==> config.mk <==
export PLATFORM = sky130hd
export DESIGN_NAME = railcar_reorder_holding_tracks_unit
export DESIGN_NICKNAME = d
export VERILOG_FILES = /design/src/rtl/core/rrht_pkg.sv /design/src/rtl/core/rrht_ram.sv /design/src/rtl/core/rrht_ctrl.sv /design/src/rtl/core/rrht_dpath.sv /design/src/rtl/core/railcar_reorder_holding_tracks_unit.sv
export SDC_FILE = /design/constraint.sdc
export NUM_CORES = 1
export LEC_CHECK = 0
export BUFFER_PORTS_ARGS = -buffer_cell sky130_fd_sc_hd__buf_2
export CAP_MARGIN = 20
export CORE_ASPECT_RATIO = 1.5
export CORE_UTILIZATION = 57
export CTS_BUF_LIST = sky130_fd_sc_hd__clkbuf_4 sky130_fd_sc_hd__clkbuf_8
export CTS_CLUSTER_DIAMETER = 40
export DETAILED_ROUTE_END_ITERATION = 16
export PLACE_DENSITY = 0.8
export SYNTH_ARGS = -nofsm -noshare
export SYNTH_HDL_FRONTEND = slang
export SYNTH_SLANG_ARGS = --single-unit
==> constraint.sdc <==
create_clock -name clk_i -period 4.65 [get_ports clk_i]
set_input_delay 1.1625 -clock clk_i [delete_from_list [all_inputs] [get_ports clk_i]]
set_output_delay 1.1625 -clock clk_i [all_outputs]
set_load 0.005 [all_outputs]
==> src/rtl/core/rrht_pkg.sv <==
package rrht_pkg;

  localparam int TRACKS      = 4;
  localparam int TRACK_DEPTH = 8;

  localparam int CAR_W  = 8;
  localparam int KIND_W = 2;
  localparam int TOUT_W = 2;
  localparam int SLOTS  = TRACKS * TRACK_DEPTH;
  localparam int TIDX_W = (TRACKS > 1) ? $clog2(TRACKS) : 1;
  localparam int PTR_W  = (TRACK_DEPTH > 1) ? $clog2(TRACK_DEPTH) : 1;
  localparam int CNT_W  = $clog2(TRACK_DEPTH + 1);
  localparam int ADDR_W = (SLOTS > 1) ? $clog2(SLOTS) : 1;

  localparam int PADDR_W = 3;
  localparam logic [CAR_W-1:0] FIRST_NUMBER_RST = 8'd1;

  typedef enum logic [KIND_W-1:0] {
    EV_FROM_INPUT = 2'd0,
    EV_FROM_TRACK = 2'd1,
    EV_HELD       = 2'd2,
    EV_FAULT      = 2'd3
  } event_kind_e;

  typedef enum logic [0:0] {
    REG_FIRST_NUMBER = 1'b0,
    REG_NONE         = 1'b1
  } reg_index_e;

  typedef enum logic [1:0] {
    ST_IDLE,
    ST_EVAL,
    ST_SCAN,
    ST_FETCH
  } state_e;

  typedef struct packed {
    logic accept;
    logic take_expected;
    logic do_place;
    logic emit_fault;
    logic drain_pop;
    logic finish;
    logic load_head;
  } cmd_t;

  typedef struct packed {
    logic fault;
    logic expected;
    logic match_any;
    logic refetch;
    logic out_free;
  } status_t;

  function automatic logic [PTR_W-1:0] ptr_inc(logic [PTR_W-1:0] p);
    logic [PTR_W-1:0] r;
    if (p == PTR_W'(TRACK_DEPTH - 1)) r = '0;
    else r = p + PTR_W'(1);
    return r;
  endfunction

  function automatic logic [ADDR_W-1:0] slot_addr(logic [TIDX_W-1:0] t,
                                                  logic [PTR_W-1:0] p);
    int a;
    a = int'(t) * TRACK_DEPTH + int'(p);
    return ADDR_W'(a);
  endfunction

endpackage

==> src/rtl/core/rrht_ram.sv <==
module rrht_ram #(
  parameter int WIDTH = 8,
  parameter int DEPTH = 32
) (
  input  logic                                        clk_i,
  input  logic                                        we_i,
  input  logic [((DEPTH > 1) ? $clog2(DEPTH) : 1)-1:0] waddr_i,
  input  logic [WIDTH-1:0]                            wdata_i,
  input  logic [((DEPTH > 1) ? $clog2(DEPTH) : 1)-1:0] raddr_i,
  output logic [WIDTH-1:0]                            rdata_o
);

  logic [WIDTH-1:0] mem_q [DEPTH];
  logic [WIDTH-1:0] rdata_q;

  always_ff @(posedge clk_i) begin
    if (we_i) begin
      mem_q[waddr_i] <= wdata_i;
    end
    rdata_q <= mem_q[raddr_i];
  end

  assign rdata_o = rdata_q;

endmodule

==> src/rtl/core/rrht_ctrl.sv <==
module rrht_ctrl (
  input  logic              clk_i,
  input  logic              rst_ni,
  input  logic              in_valid_i,
  output logic              in_ready_o,
  input  rrht_pkg::status_t status_i,
  output rrht_pkg::cmd_t    cmd_o
);

  rrht_pkg::state_e state_q, state_d;

  always_ff @(posedge clk_i or negedge rst_ni) begin
    if (!rst_ni) begin
      state_q <= rrht_pkg::ST_IDLE;
    end else begin
      state_q <= state_d;
    end
  end

  always_comb begin
    state_d    = state_q;
    cmd_o      = '0;
    in_ready_o = 1'b0;
    case (state_q)
      rrht_pkg::ST_IDLE: begin
        in_ready_o = 1'b1;
        if (in_valid_i) begin
          cmd_o.accept = 1'b1;
          state_d      = rrht_pkg::ST_EVAL;
        end
      end
      rrht_pkg::ST_EVAL: begin
        if (status_i.fault) begin
          if (status_i.out_free) begin
            cmd_o.emit_fault = 1'b1;
            state_d          = rrht_pkg::ST_IDLE;
          end
        end else if (status_i.expected) begin
          cmd_o.take_expected = 1'b1;
          state_d             = rrht_pkg::ST_SCAN;
        end else if (status_i.out_free) begin
          cmd_o.do_place = 1'b1;
          state_d        = rrht_pkg::ST_IDLE;
        end
      end
      rrht_pkg::ST_SCAN: begin
        // the staged result goes out once we know whether another follows
        if (status_i.out_free) begin
          if (status_i.match_any) begin
            cmd_o.drain_pop = 1'b1;
            state_d = status_i.refetch ? rrht_pkg::ST_FETCH : rrht_pkg::ST_SCAN;
          end else begin
            cmd_o.finish = 1'b1;
            state_d      = rrht_pkg::ST_IDLE;
          end
        end
      end
      rrht_pkg::ST_FETCH: begin
        cmd_o.load_head = 1'b1;
        state_d         = rrht_pkg::ST_SCAN;
      end
      default: begin
        state_d = rrht_pkg::ST_IDLE;
      end
    endcase
  end

endmodule

==> src/rtl/core/rrht_dpath.sv <==
module rrht_dpath (
  input  logic                             clk_i,
  input  logic                             rst_ni,
  input  rrht_pkg::cmd_t                   cmd_i,
  output rrht_pkg::status_t                status_o,
  input  logic [rrht_pkg::CAR_W-1:0]       car_number_i,
  input  logic                             cfg_we_i,
  input  logic [rrht_pkg::CAR_W-1:0]       cfg_wdata_i,
  output logic [rrht_pkg::CAR_W-1:0]       first_number_o,
  output logic                             out_valid_o,
  input  logic                             out_ready_i,
  output logic [rrht_pkg::CAR_W-1:0]       car_out_o,
  output logic [rrht_pkg::KIND_W-1:0]      event_kind_o,
  output logic [rrht_pkg::TOUT_W-1:0]      track_index_o,
  output logic                             last_o
);

  localparam int T = rrht_pkg::TRACKS;

  logic [rrht_pkg::CAR_W-1:0]  first_q, next_exp_q, car_q;
  logic                        fault_q;
  logic [rrht_pkg::PTR_W-1:0]  head_ptr_q [T];
  logic [rrht_pkg::PTR_W-1:0]  tail_ptr_q [T];
  logic [rrht_pkg::CNT_W-1:0]  cnt_q [T];
  logic [rrht_pkg::CAR_W-1:0]  head_val_q [T];
  logic [rrht_pkg::CAR_W-1:0]  tail_val_q [T];
  logic [rrht_pkg::TIDX_W-1:0] fetch_trk_q;

  logic [rrht_pkg::CAR_W-1:0]  pend_car_q;
  rrht_pkg::event_kind_e       pend_kind_q;
  logic [rrht_pkg::TOUT_W-1:0] pend_trk_q;

  logic                        out_valid_q;
  logic [rrht_pkg::CAR_W-1:0]  out_car_q;
  rrht_pkg::event_kind_e       out_kind_q;
  logic [rrht_pkg::TOUT_W-1:0] out_trk_q;
  logic                        out_last_q;

  logic [T-1:0]                match, usable;
  logic [rrht_pkg::TIDX_W-1:0] msel, usel;
  logic                        match_any, usable_any, out_free;
  logic [rrht_pkg::CAR_W-1:0]  next_exp_inc;
  logic [rrht_pkg::CAR_W-1:0]  msel_ext, usel_ext;
  logic [rrht_pkg::PTR_W-1:0]  msel_head_nxt;

  logic                        out_load;
  logic [rrht_pkg::CAR_W-1:0]  out_car_d;
  rrht_pkg::event_kind_e       out_kind_d;
  logic [rrht_pkg::TOUT_W-1:0] out_trk_d;
  logic                        out_last_d;

  logic                        ram_we;
  logic [rrht_pkg::ADDR_W-1:0] ram_waddr, ram_raddr;
  logic [rrht_pkg::CAR_W-1:0]  ram_rdata;

  assign next_exp_inc = next_exp_q + rrht_pkg::CAR_W'(1);
  assign out_free     = !out_valid_q || out_ready_i;

  // head and tail values are mirrored in flops so every track is checked at once
  always_comb begin
    for (int t = 0; t < T; t++) begin
      match[t]  = (cnt_q[t] != '0) && (head_val_q[t] == next_exp_q);
      usable[t] = (cnt_q[t] == '0) ||
                  ((cnt_q[t] < rrht_pkg::CNT_W'(rrht_pkg::TRACK_DEPTH)) &&
                   (tail_val_q[t] < car_q));
    end
  end

  always_comb begin
    msel = '0;
    usel = '0;
    for (int t = T - 1; t >= 0; t--) begin
      if (match[t]) msel = rrht_pkg::TIDX_W'(t);
      if (usable[t]) usel = rrht_pkg::TIDX_W'(t);
    end
  end

  assign match_any     = |match;
  assign usable_any    = |usable;
  assign msel_ext      = rrht_pkg::CAR_W'(msel);
  assign usel_ext      = rrht_pkg::CAR_W'(usel);
  assign msel_head_nxt = rrht_pkg::ptr_inc(head_ptr_q[msel]);

  assign status_o.fault     = fault_q;
  assign status_o.expected  = (car_q == next_exp_q);
  assign status_o.match_any = match_any;
  assign status_o.refetch   = (cnt_q[msel] != rrht_pkg::CNT_W'(1));
  assign status_o.out_free  = out_free;

  assign ram_we    = cmd_i.do_place && !fault_q && usable_any;
  assign ram_waddr = rrht_pkg::slot_addr(usel, tail_ptr_q[usel]);
  assign ram_raddr = rrht_pkg::slot_addr(msel, msel_head_nxt);

  rrht_ram #(
    .WIDTH (rrht_pkg::CAR_W),
    .DEPTH (rrht_pkg::SLOTS)
  ) u_store (
    .clk_i   (clk_i),
    .we_i    (ram_we),
    .waddr_i (ram_waddr),
    .wdata_i (car_q),
    .raddr_i (ram_raddr),
    .rdata_o (ram_rdata)
  );

  always_comb begin
    out_load   = 1'b0;
    out_car_d  = car_q;
    out_kind_d = rrht_pkg::EV_FAULT;
    out_trk_d  = '0;
    out_last_d = 1'b1;
    if (cmd_i.emit_fault) begin
      out_load = 1'b1;
    end else if (cmd_i.do_place) begin
      out_load = 1'b1;
      if (usable_any) begin
        out_kind_d = rrht_pkg::EV_HELD;
        out_trk_d  = usel_ext[rrht_pkg::TOUT_W-1:0];
      end
    end else if (cmd_i.drain_pop || cmd_i.finish) begin
      out_load   = 1'b1;
      out_car_d  = pend_car_q;
      out_kind_d = pend_kind_q;
      out_trk_d  = pend_trk_q;
      out_last_d = cmd_i.finish;
    end
  end

  always_ff @(posedge clk_i or negedge rst_ni) begin
    if (!rst_ni) begin
      first_q     <= rrht_pkg::FIRST_NUMBER_RST;
      next_exp_q  <= rrht_pkg::FIRST_NUMBER_RST;
      fault_q     <= 1'b0;
      out_valid_q <= 1'b0;
      for (int t = 0; t < T; t++) begin
        head_ptr_q[t] <= '0;
        tail_ptr_q[t] <= '0;
        cnt_q[t]      <= '0;
      end
    end else begin
      if (cfg_we_i) begin
        first_q    <= cfg_wdata_i;
        next_exp_q <= cfg_wdata_i;
      end
      if (cmd_i.take_expected || cmd_i.drain_pop) begin
        next_exp_q <= next_exp_inc;
      end
      if (cmd_i.do_place && !fault_q) begin
        if (usable_any) begin
          tail_ptr_q[usel] <= rrht_pkg::ptr_inc(tail_ptr_q[usel]);
          cnt_q[usel]      <= cnt_q[usel] + rrht_pkg::CNT_W'(1);
        end else begin
          fault_q <= 1'b1;
        end
      end
      if (cmd_i.drain_pop) begin
        head_ptr_q[msel] <= msel_head_nxt;
        cnt_q[msel]      <= cnt_q[msel] - rrht_pkg::CNT_W'(1);
      end
      if (out_load) begin
        out_valid_q <= 1'b1;
      end else if (out_ready_i) begin
        out_valid_q <= 1'b0;
      end
    end
  end

  always_ff @(posedge clk_i) begin
    if (cmd_i.accept) begin
      car_q <= car_number_i;
    end
    if (cmd_i.do_place && !fault_q && usable_any) begin
      tail_val_q[usel] <= car_q;
      if (cnt_q[usel] == '0) begin
        head_val_q[usel] <= car_q;
      end
    end
    if (cmd_i.take_expected) begin
      pend_car_q  <= car_q;
      pend_kind_q <= rrht_pkg::EV_FROM_INPUT;
      pend_trk_q  <= '0;
    end
    if (cmd_i.drain_pop) begin
      pend_car_q  <= next_exp_q;
      pend_kind_q <= rrht_pkg::EV_FROM_TRACK;
      pend_trk_q  <= msel_ext[rrht_pkg::TOUT_W-1:0];
      fetch_trk_q <= msel;
    end
    if (cmd_i.load_head) begin
      head_val_q[fetch_trk_q] <= ram_rdata;
    end
    if (out_load) begin
      out_car_q  <= out_car_d;
      out_kind_q <= out_kind_d;
      out_trk_q  <= out_trk_d;
      out_last_q <= out_last_d;
    end
  end

  assign first_number_o = first_q;
  assign out_valid_o    = out_valid_q;
  assign car_out_o      = out_car_q;
  assign event_kind_o   = out_kind_q;
  assign track_index_o  = out_trk_q;
  assign last_o         = out_last_q;

endmodule

==> src/rtl/core/railcar_reorder_holding_tracks_unit.sv <==
// railcar reorder unit: numbered cars enter on the s_axis channel, one per
// transaction, and leave on the m_axis channel in ascending order starting at
// first_number (apb register at address 0, reset value 1; writing it also
// reloads the expected number). a car that does not match is parked on one of
// the holding tracks and reported with a held event; m_axis_tlast marks the
// final result caused by each input car.
// timing: a car that is parked or faults returns to idle after its evaluation
// step, its result registered at the end of the evaluation cycle. a car that
// matches then drains each car that follows from the tracks, with an extra fetch
// step per drained car that leaves further cars on its track, since the new
// track head is read from the track store, whose read port is registered. the
// result of each drained car is held until the next match is known.
// the input is taken only in the idle state; when m_axis_tready is low the
// unit holds its output register, and steps that load it wait until it drains.
// reset clears all tracks and the fault; a no-track fault sticks until reset,
// and every later car then gives a single fault result.
module railcar_reorder_holding_tracks_unit (
  input  logic                         clk_i,
  input  logic                         rst_ni,
  input  logic                         s_axis_tvalid,
  output logic                         s_axis_tready,
  input  logic [7:0]                   s_axis_tdata,  // [7:0] car_number
  output logic                         m_axis_tvalid,
  input  logic                         m_axis_tready,
  output logic [7:0]                   m_axis_tdata,  // [7:0] car_out
  output logic [3:0]                   m_axis_tuser,  // [1:0] event_kind, [3:2] track_index
  output logic                         m_axis_tlast,
  input  logic                         psel,
  input  logic                         penable,
  input  logic                         pwrite,
  input  logic [rrht_pkg::PADDR_W-1:0] paddr,
  input  logic [31:0]                  pwdata,
  output logic [31:0]                  prdata,
  output logic                         pready
);

  rrht_pkg::cmd_t              cmd;
  rrht_pkg::status_t           status;
  rrht_pkg::reg_index_e        reg_idx;
  logic                        cfg_we;
  logic [rrht_pkg::CAR_W-1:0]  first_number;
  logic [rrht_pkg::KIND_W-1:0] event_kind;
  logic [rrht_pkg::TOUT_W-1:0] track_index;

  assign pready  = 1'b1;
  assign reg_idx = rrht_pkg::reg_index_e'(paddr[2]);
  assign cfg_we  = psel && penable && pwrite && (reg_idx == rrht_pkg::REG_FIRST_NUMBER);

  always_comb begin
    case (reg_idx)
      rrht_pkg::REG_FIRST_NUMBER: prdata = 32'(first_number);
      default:                    prdata = '0;
    endcase
  end

  rrht_ctrl u_ctrl (
    .clk_i      (clk_i),
    .rst_ni     (rst_ni),
    .in_valid_i (s_axis_tvalid),
    .in_ready_o (s_axis_tready),
    .status_i   (status),
    .cmd_o      (cmd)
  );

  rrht_dpath u_dpath (
    .clk_i          (clk_i),
    .rst_ni         (rst_ni),
    .cmd_i          (cmd),
    .status_o       (status),
    .car_number_i   (s_axis_tdata),
    .cfg_we_i       (cfg_we),
    .cfg_wdata_i    (pwdata[rrht_pkg::CAR_W-1:0]),
    .first_number_o (first_number),
    .out_valid_o    (m_axis_tvalid),
    .out_ready_i    (m_axis_tready),
    .car_out_o      (m_axis_tdata),
    .event_kind_o   (event_kind),
    .track_index_o  (track_index),
    .last_o         (m_axis_tlast)
  );

  assign m_axis_tuser = {track_index, event_kind};

endmodule

# == After elaboration in Yosys (flattened, before gate mapping) ==
# Memories as Yosys holds them, arrays and structs flattened. A register that Yosys moved wholly into a read port is not among the register bits.
# Cells that the tools add are included.
# W data, S select, Z words.
# op_classes
n_addsub,7
n_lt_le_gt_ge,12
n_eq_ne,13
mux,92
n_bitwise,5
n_reduce_logical,44
# ops
operator,n
$mux W8,9
$mux W2,25
$mux W16,3
$eq A8 B8 Y1,5
$mux W3,11
$bwmux W16,2
$lt A8 B8 Y1,4
$mux W1,25
$bwmux W12,2
$mux W4,6
$logic_not A4 Y1,5
$bmux W4 S2,2
$demux W4 S2,2
$lt A4 B4 Y1 const B,4
$reduce_bool A4 Y1,4
$logic_and A1 B1 Y1,15
$bmux W3 S2,2
$demux W3 S2,2
$add A5 B3 Y5,2
$add A8 B1 Y8 const B,1
$pmux W2 S4,1
$reduce_or A4 Y1,2
$reduce_or A8 Y1,1
$logic_or A1 B1 Y1,7
other kinds (18),31
# totals
register_bits,94
ramBits,320
elab_cells,202
memories,3
# mem_list
name,depth,word_bits,rd,rd_clocked_by_memory_dff,write_ports,line,rtl
u_dpath.u_store.mem_q,32,8,1,1,1,rrht_ram.sv:13,logic [WIDTH-1:0] mem_q [DEPTH];
u_dpath.head_val_q,4,8,4,0,1,rrht_dpath.sv:25,logic [rrht_pkg::CAR_W-1:0] head_val_q [T];
u_dpath.tail_val_q,4,8,4,0,1,rrht_dpath.sv:26,logic [rrht_pkg::CAR_W-1:0] tail_val_q [T];

# == Logic depth before layout (Yosys ltp) ==
# An unclocked memory read counts as a cell.
# logic_depth
depth_word,18
mapped_depth,18
ltp_nobuf,17

# == By module ==
# From an unflattened synthesis, not the netlist that was laid out.
# hier_totals
cells_unflattened,1143
area_unflattened_um2,18560.3
# by_module_without_submodules
mod,instances,cells_each,area_per_inst_um2,seq_area_each_um2
rrht_ram,1,417,10053.4,7847.5
rrht_dpath,1,669,8066.5,4386.7
railcar_reorder_holding_tracks_unit,1,36,275.3,0.0
rrht_ctrl,1,21,165.2,50.0

# == Least setup slack after synthesis ==
# OpenSTA, ideal clock, no wires.
# synth_path
kind,register to register
startpoint,register u_dpath.next_exp_q[0] (netlist name)
endpoint,"register u_dpath.u_store.rdata_q[0], in the netlist u_dpath.u_store.rdata_o[0], read port of u_dpath.u_store.mem_q"
arrival_ns,4.211
setup_slack_ns,0.310
path_stages_with_launch,16
period_less_slack_ns,4.340
cell_sequence,dfstp_2 buf_2 xnor2_1 nand4_1 or3_1 nand2_1 a21o_1 buf_2 mux2i_1 o21ai_0 ha_1 buf_1 clkbuf_1 mux4_2 a211oi_1 nand3_1
# synth_via
elab_chain_len,13
# synth_rtl
item,line,rtl
"start, declared",rrht_dpath.sv:20,"logic [rrht_pkg::CAR_W-1:0] first_q, next_exp_q, car_q;"
"start signal, assigned",rrht_dpath.sv:132,next_exp_q <= rrht_pkg::FIRST_NUMBER_RST;
"start signal, assigned",rrht_dpath.sv:143,next_exp_q <= cfg_wdata_i;
"start signal, assigned",rrht_dpath.sv:146,next_exp_q <= next_exp_inc;
$eq A8 B8 Y1,rrht_dpath.sv:62,match[t] = (cnt_q[t] != '0) && (head_val_q[t] == next_exp_q);
$logic_and A1 B1 Y1,rrht_dpath.sv:62,
$mux W2 (3 in series),rrht_dpath.sv:73,if (match[t]) msel = rrht_pkg::TIDX_W'(t);
$mux W2 *,rrht_dpath.sv:73,
$not A2 Y3 (implied by the code) *,rrht_dpath.sv:82,assign msel_head_nxt = rrht_pkg::ptr_inc(head_ptr_q[msel]);
$bmux W3 S2 *,rrht_dpath.sv:82,
$mux W3 (implied by the code) * (2 in series),rrht_dpath.sv:82,
$add A3 B1 Y3 / $eq A3 B3 Y1 (equally long branches),"rrht_pkg.sv:58, rrht_pkg.sv:57",
$mux W3 *,rrht_pkg.sv:57,if (p == PTR_W'(TRACK_DEPTH - 1)) r = '0;
via u_dpath.msel_head_nxt (one bit),rrht_dpath.sv:44,logic [rrht_pkg::PTR_W-1:0] msel_head_nxt;
$add A5 B3 Y5 *,rrht_pkg.sv:65,a = int'(t) * TRACK_DEPTH + int'(p);
"end, declared",rrht_ram.sv:14,logic [WIDTH-1:0] rdata_q;
# The timed path passes the listed nets; every way through them passes the cells marked *. The select of a mux whose other input is x is not followed.
# A chain may end at the register's enable or synchronous reset.

# == Worst setup path after layout ==
# layout_path
startpoint,register u_dpath.next_exp_q[0] (netlist name)
endpoint,"register u_dpath.u_store.rdata_q[1], in the netlist u_dpath.u_store.rdata_o[1], read port of u_dpath.u_store.mem_q"
# layout_via
elab_chain_len,13
# layout_rtl
item,line
$eq A8 B8 Y1,rrht_dpath.sv:62
$logic_and A1 B1 Y1,rrht_dpath.sv:62
$mux W2 (3 in series),rrht_dpath.sv:73
$mux W2 *,rrht_dpath.sv:73
$not A2 Y3 (implied by the code),rrht_dpath.sv:82
$bmux W3 S2,rrht_dpath.sv:82
$mux W3 (implied by the code) (2 in series),rrht_dpath.sv:82
$add A3 B1 Y3 / $eq A3 B3 Y1 (equally long branches),"rrht_pkg.sv:58, rrht_pkg.sv:57"
$mux W3,rrht_pkg.sv:57
$add A5 B3 Y5 *,rrht_pkg.sv:65
# Mark *: on every way between the ends. The rest lies on a longest branch, timed or not. The select of a mux whose other input is x is not followed.

==> out/metrics.cfg <==
[status]
status=completed

[logic_synthesis]
yosys.area.top_type=edfxtp_1
synth_warnings=0
synth_edf_count=353
yosys-top-cells-count=353 x edfxtp_1, 109 x nand2_1, 81 x nor2_1
yosys_register_bits=422
ys_seq_area_frac=0.681
synth_top_area_share=0.588
synthArstFlopShare=0.142
mappedNetlistArea_mm2=0.0180
syn-instance-count=1194
synth_ff_type=edfxtp_1
synth_area_leaders=edfxtp_1 59%, dfrtp_1 8.0%, mux4_2 5.4%
yosysUniqueCellTypes=66
postSynthAreaPerCell_um2=15.1
yosysMostFrequentCell=edfxtp_1

[drt]
viasPerCell=6.06
drc=0
drt-initial-drc-count=983
vias=10953
wl_per_cell_um=23.9
drtPass1Iterations=5
postRouteWirelength_um=43200
ant_nets=0

[clock_tree]
clock_path_buffers=3
clkSinkCount=422
clockRootBuffer=clkbuf_8
htree_levels=2
path_clk_slew_ps=70
cts_tree=built
cts-buffers-inserted=57
clk_latency_ps=630

[global_route]
grt_overflow_total=0
top_usage_layer=met2
grt_pass1_vias=11332
antenna_found_initial=0
gr-usage-met3=0.0420
met2_usage=0.487
grt_pass1_wl_um=66000
grt_max_degree=38
grt_usage=0.278
grt_use_met1=0.313

[power_and_ir_drop]
ir_worst_vdd_mv=0.282
p_per_area_mw_per_mm2=452
power_leakage_nw=7.79

[hold_path]
holdPathStages=2
min_from=u_dpath.pend_kind_q[0]$_SDFFE_PP1P_
whs_endpoint=u_dpath.pend_kind_q[0]$_SDFFE_PP1P_
hp-class=flip-flop to flip-flop

[layout]
fill_cells=2055
final_util=0.668
syn_to_final_growth_pct=14.9
n_antenna_cell=0
nNetsFinal=1444
drive_gt1_frac=0.231

[die]
die_area_mm2=0.0324
die_w_um=147
initial_utilization=0.581
rows=79
fp.dieH_um=220
io_pins=98
coreArea_mm2=0.0310

[timing]
rsz0062_at_grt=false
hold_viol=0
finalSetupTns_ps=0
min_period_ps=4370
fin_skew_ps=27.7
fin_crit_sh=0.941
fmax_ghz=0.229
slew_violations=0
setup_violations=0
relSlewSlack=0.305
worst_pin_slew_ps=1040

[critical_path]
startpoint_type=flip-flop
crit_arrival_ps=4870
r2r-start=u_dpath.next_exp_q[0]$_DFFE_PN1P_
r2r_end=u_dpath.u_store.rdata_o[1]$_DFF_P_
crit_type=flip-flop to flip-flop
reg2reg_slack_ps=280
r2r.worst_path.cells=16
cp.required_ps=5140
critPathMaxFanout=21
end_kind=flip-flop

[placement]
place_hpwl_um=28500
portBuffers=46
gp_routability_congestion=0.963

[flow_run]
max_cap_violations=0

critical path: stages, from the launching register on:
cell      delay [ps]
dfstp_2          700
xnor2_1          150
nand4_1          210
nor3_2           430
nor2b_4          130
and2_1           230
a22oi_1          220
o21ai_0          190
ha_4             200
ha_1             200
nor2_4           280
buf_12           240
buf_4            220
mux2i_1          260
o22ai_1          130
a221oi_1         280
nand3_1          140
layout by cell type (no fill, tap or decap), types with 17 or more instances in the layout:
cell	n
edfxtp_1	353
dfrtp_1	53
nand2_1	109
xnor2_1	39
clkbuf_8	65
o22ai_1	27
ha_1	39
buf_4	91
mux2_2	21
buf_2	46
inv_1	24
a21oi_1	33
nand3_1	17
nor2_1	81
mux2i_1	62
mux4_2	43
conb_1	25
o21ai_0	37
final cells by class:
class,instances,area [um^2],area share
inverter,26,97.6,0.00471
sequential,422,12300,0.593
clock buffer,72,947,0.0457
multi-input combinational,705,5380,0.260
tap,405,507,0.0244
clock inverter,34,489,0.0236
timing repair buffer,142,1010,0.0489
sequential cells by signal, summed over array words and instances (netlist names):
| register | count |
|---|---|
| u_dpath.car_out_o | 8 |
| u_dpath.head_ptr_q | 12 |
| u_dpath.out_valid_o | 1 |
| u_dpath.fault_q | 1 |
| u_dpath.u_store.mem_q | 256 |
| u_dpath.cnt_q | 16 |
| u_dpath.track_index_o | 2 |
| u_dpath.car_q | 8 |
| u_dpath.first_number_o | 8 |
| u_dpath.pend_kind_q | 1 |
| u_dpath.last_o | 1 |
| u_dpath.next_exp_q | 8 |
| u_dpath.tail_ptr_q | 12 |
| u_dpath.tail_val_q | 32 |
| u_dpath.fetch_trk_q | 2 |
| u_ctrl.state_q | 2 |
| u_dpath.event_kind_o | 2 |
| u_dpath.u_store.rdata_o | 8 |
| u_dpath.head_val_q | 32 |
| u_dpath.pend_car_q | 8 |
| u_dpath.pend_trk_q | 2 |
how the worst max path moves through the flow:
| stage | from | endpoint | slack [ps] | depth (start not counted) |
|---|---|---|---|---|
| after floorplan | u_dpath.next_exp_q[0]$_DFFE_PN1P_ | u_dpath.u_store.rdata_o[0]$_DFF_P_ | 310 | 15 |
| after global placement | u_dpath.cnt_q[11]$_DFF_PN0_ | u_dpath.u_store.rdata_o[5]$_DFF_P_ | 390 | 16 |
| after detailed placement | u_dpath.cnt_q[11]$_DFF_PN0_ | u_dpath.u_store.rdata_o[0]$_DFF_P_ | 270 | 14 |
| after CTS | u_dpath.cnt_q[11]$_DFF_PN0_ | u_dpath.u_store.rdata_o[0]$_DFF_P_ | 120 | 14 |
| after global routing | u_dpath.next_exp_q[6]$_DFFE_PN0P_ | u_dpath.u_store.rdata_o[1]$_DFF_P_ | 40 | 16 |
| final | u_dpath.next_exp_q[0]$_DFFE_PN1P_ | u_dpath.u_store.rdata_o[1]$_DFF_P_ | 280 | 16 |
cell families after synthesis:
group           synth area share
buf+inv                   0.0275
compound gates            0.0639
fa+ha+maj                 0.0277
flops                      0.681
other cells             0.000416
xor+xnor                  0.0214
mux                        0.101
simple gates              0.0771
metal layers:
layer | wire length (um) | vias to the layer above
li1 | - | 4840
met4 | 3080 | 0
met2 | 22500 | 519
met3 | 2450 | 147
met5 | 0 | -
met1 | 15100 | 5447
through the flow:
stage               power [mW]  hold slack (ps)  cell area, um^2  cells  setup WS (ps)
global placement          5.91              431            19300   1699            386
detailed placement        5.96              443            19300   1699            274
CTS                       9.40              454            20700   1805            120
finish                    9.37              453            20700   1806            276
floorplan                 5.44              423            18100   1217            310
global route              9.70              494            20700   1806           35.9
repair_timing:
item,4_1_cts,5_1_grt
resized for setup,0,7
hold buffers,0,0
setup buffers,0,0
setup endpoints to repair,0,4
report_power, final:
group / internal [mW] / total (mW) / switching, mW
registers: 4.35 / 4.52 / 0.167
logic: 0.532 / 1.40 / 0.868
clock network: 2.07 / 3.45 / 1.39
total: 6.95 / 9.37 / 2.42
No activity file was read; power rests on OpenSTA's default activity.
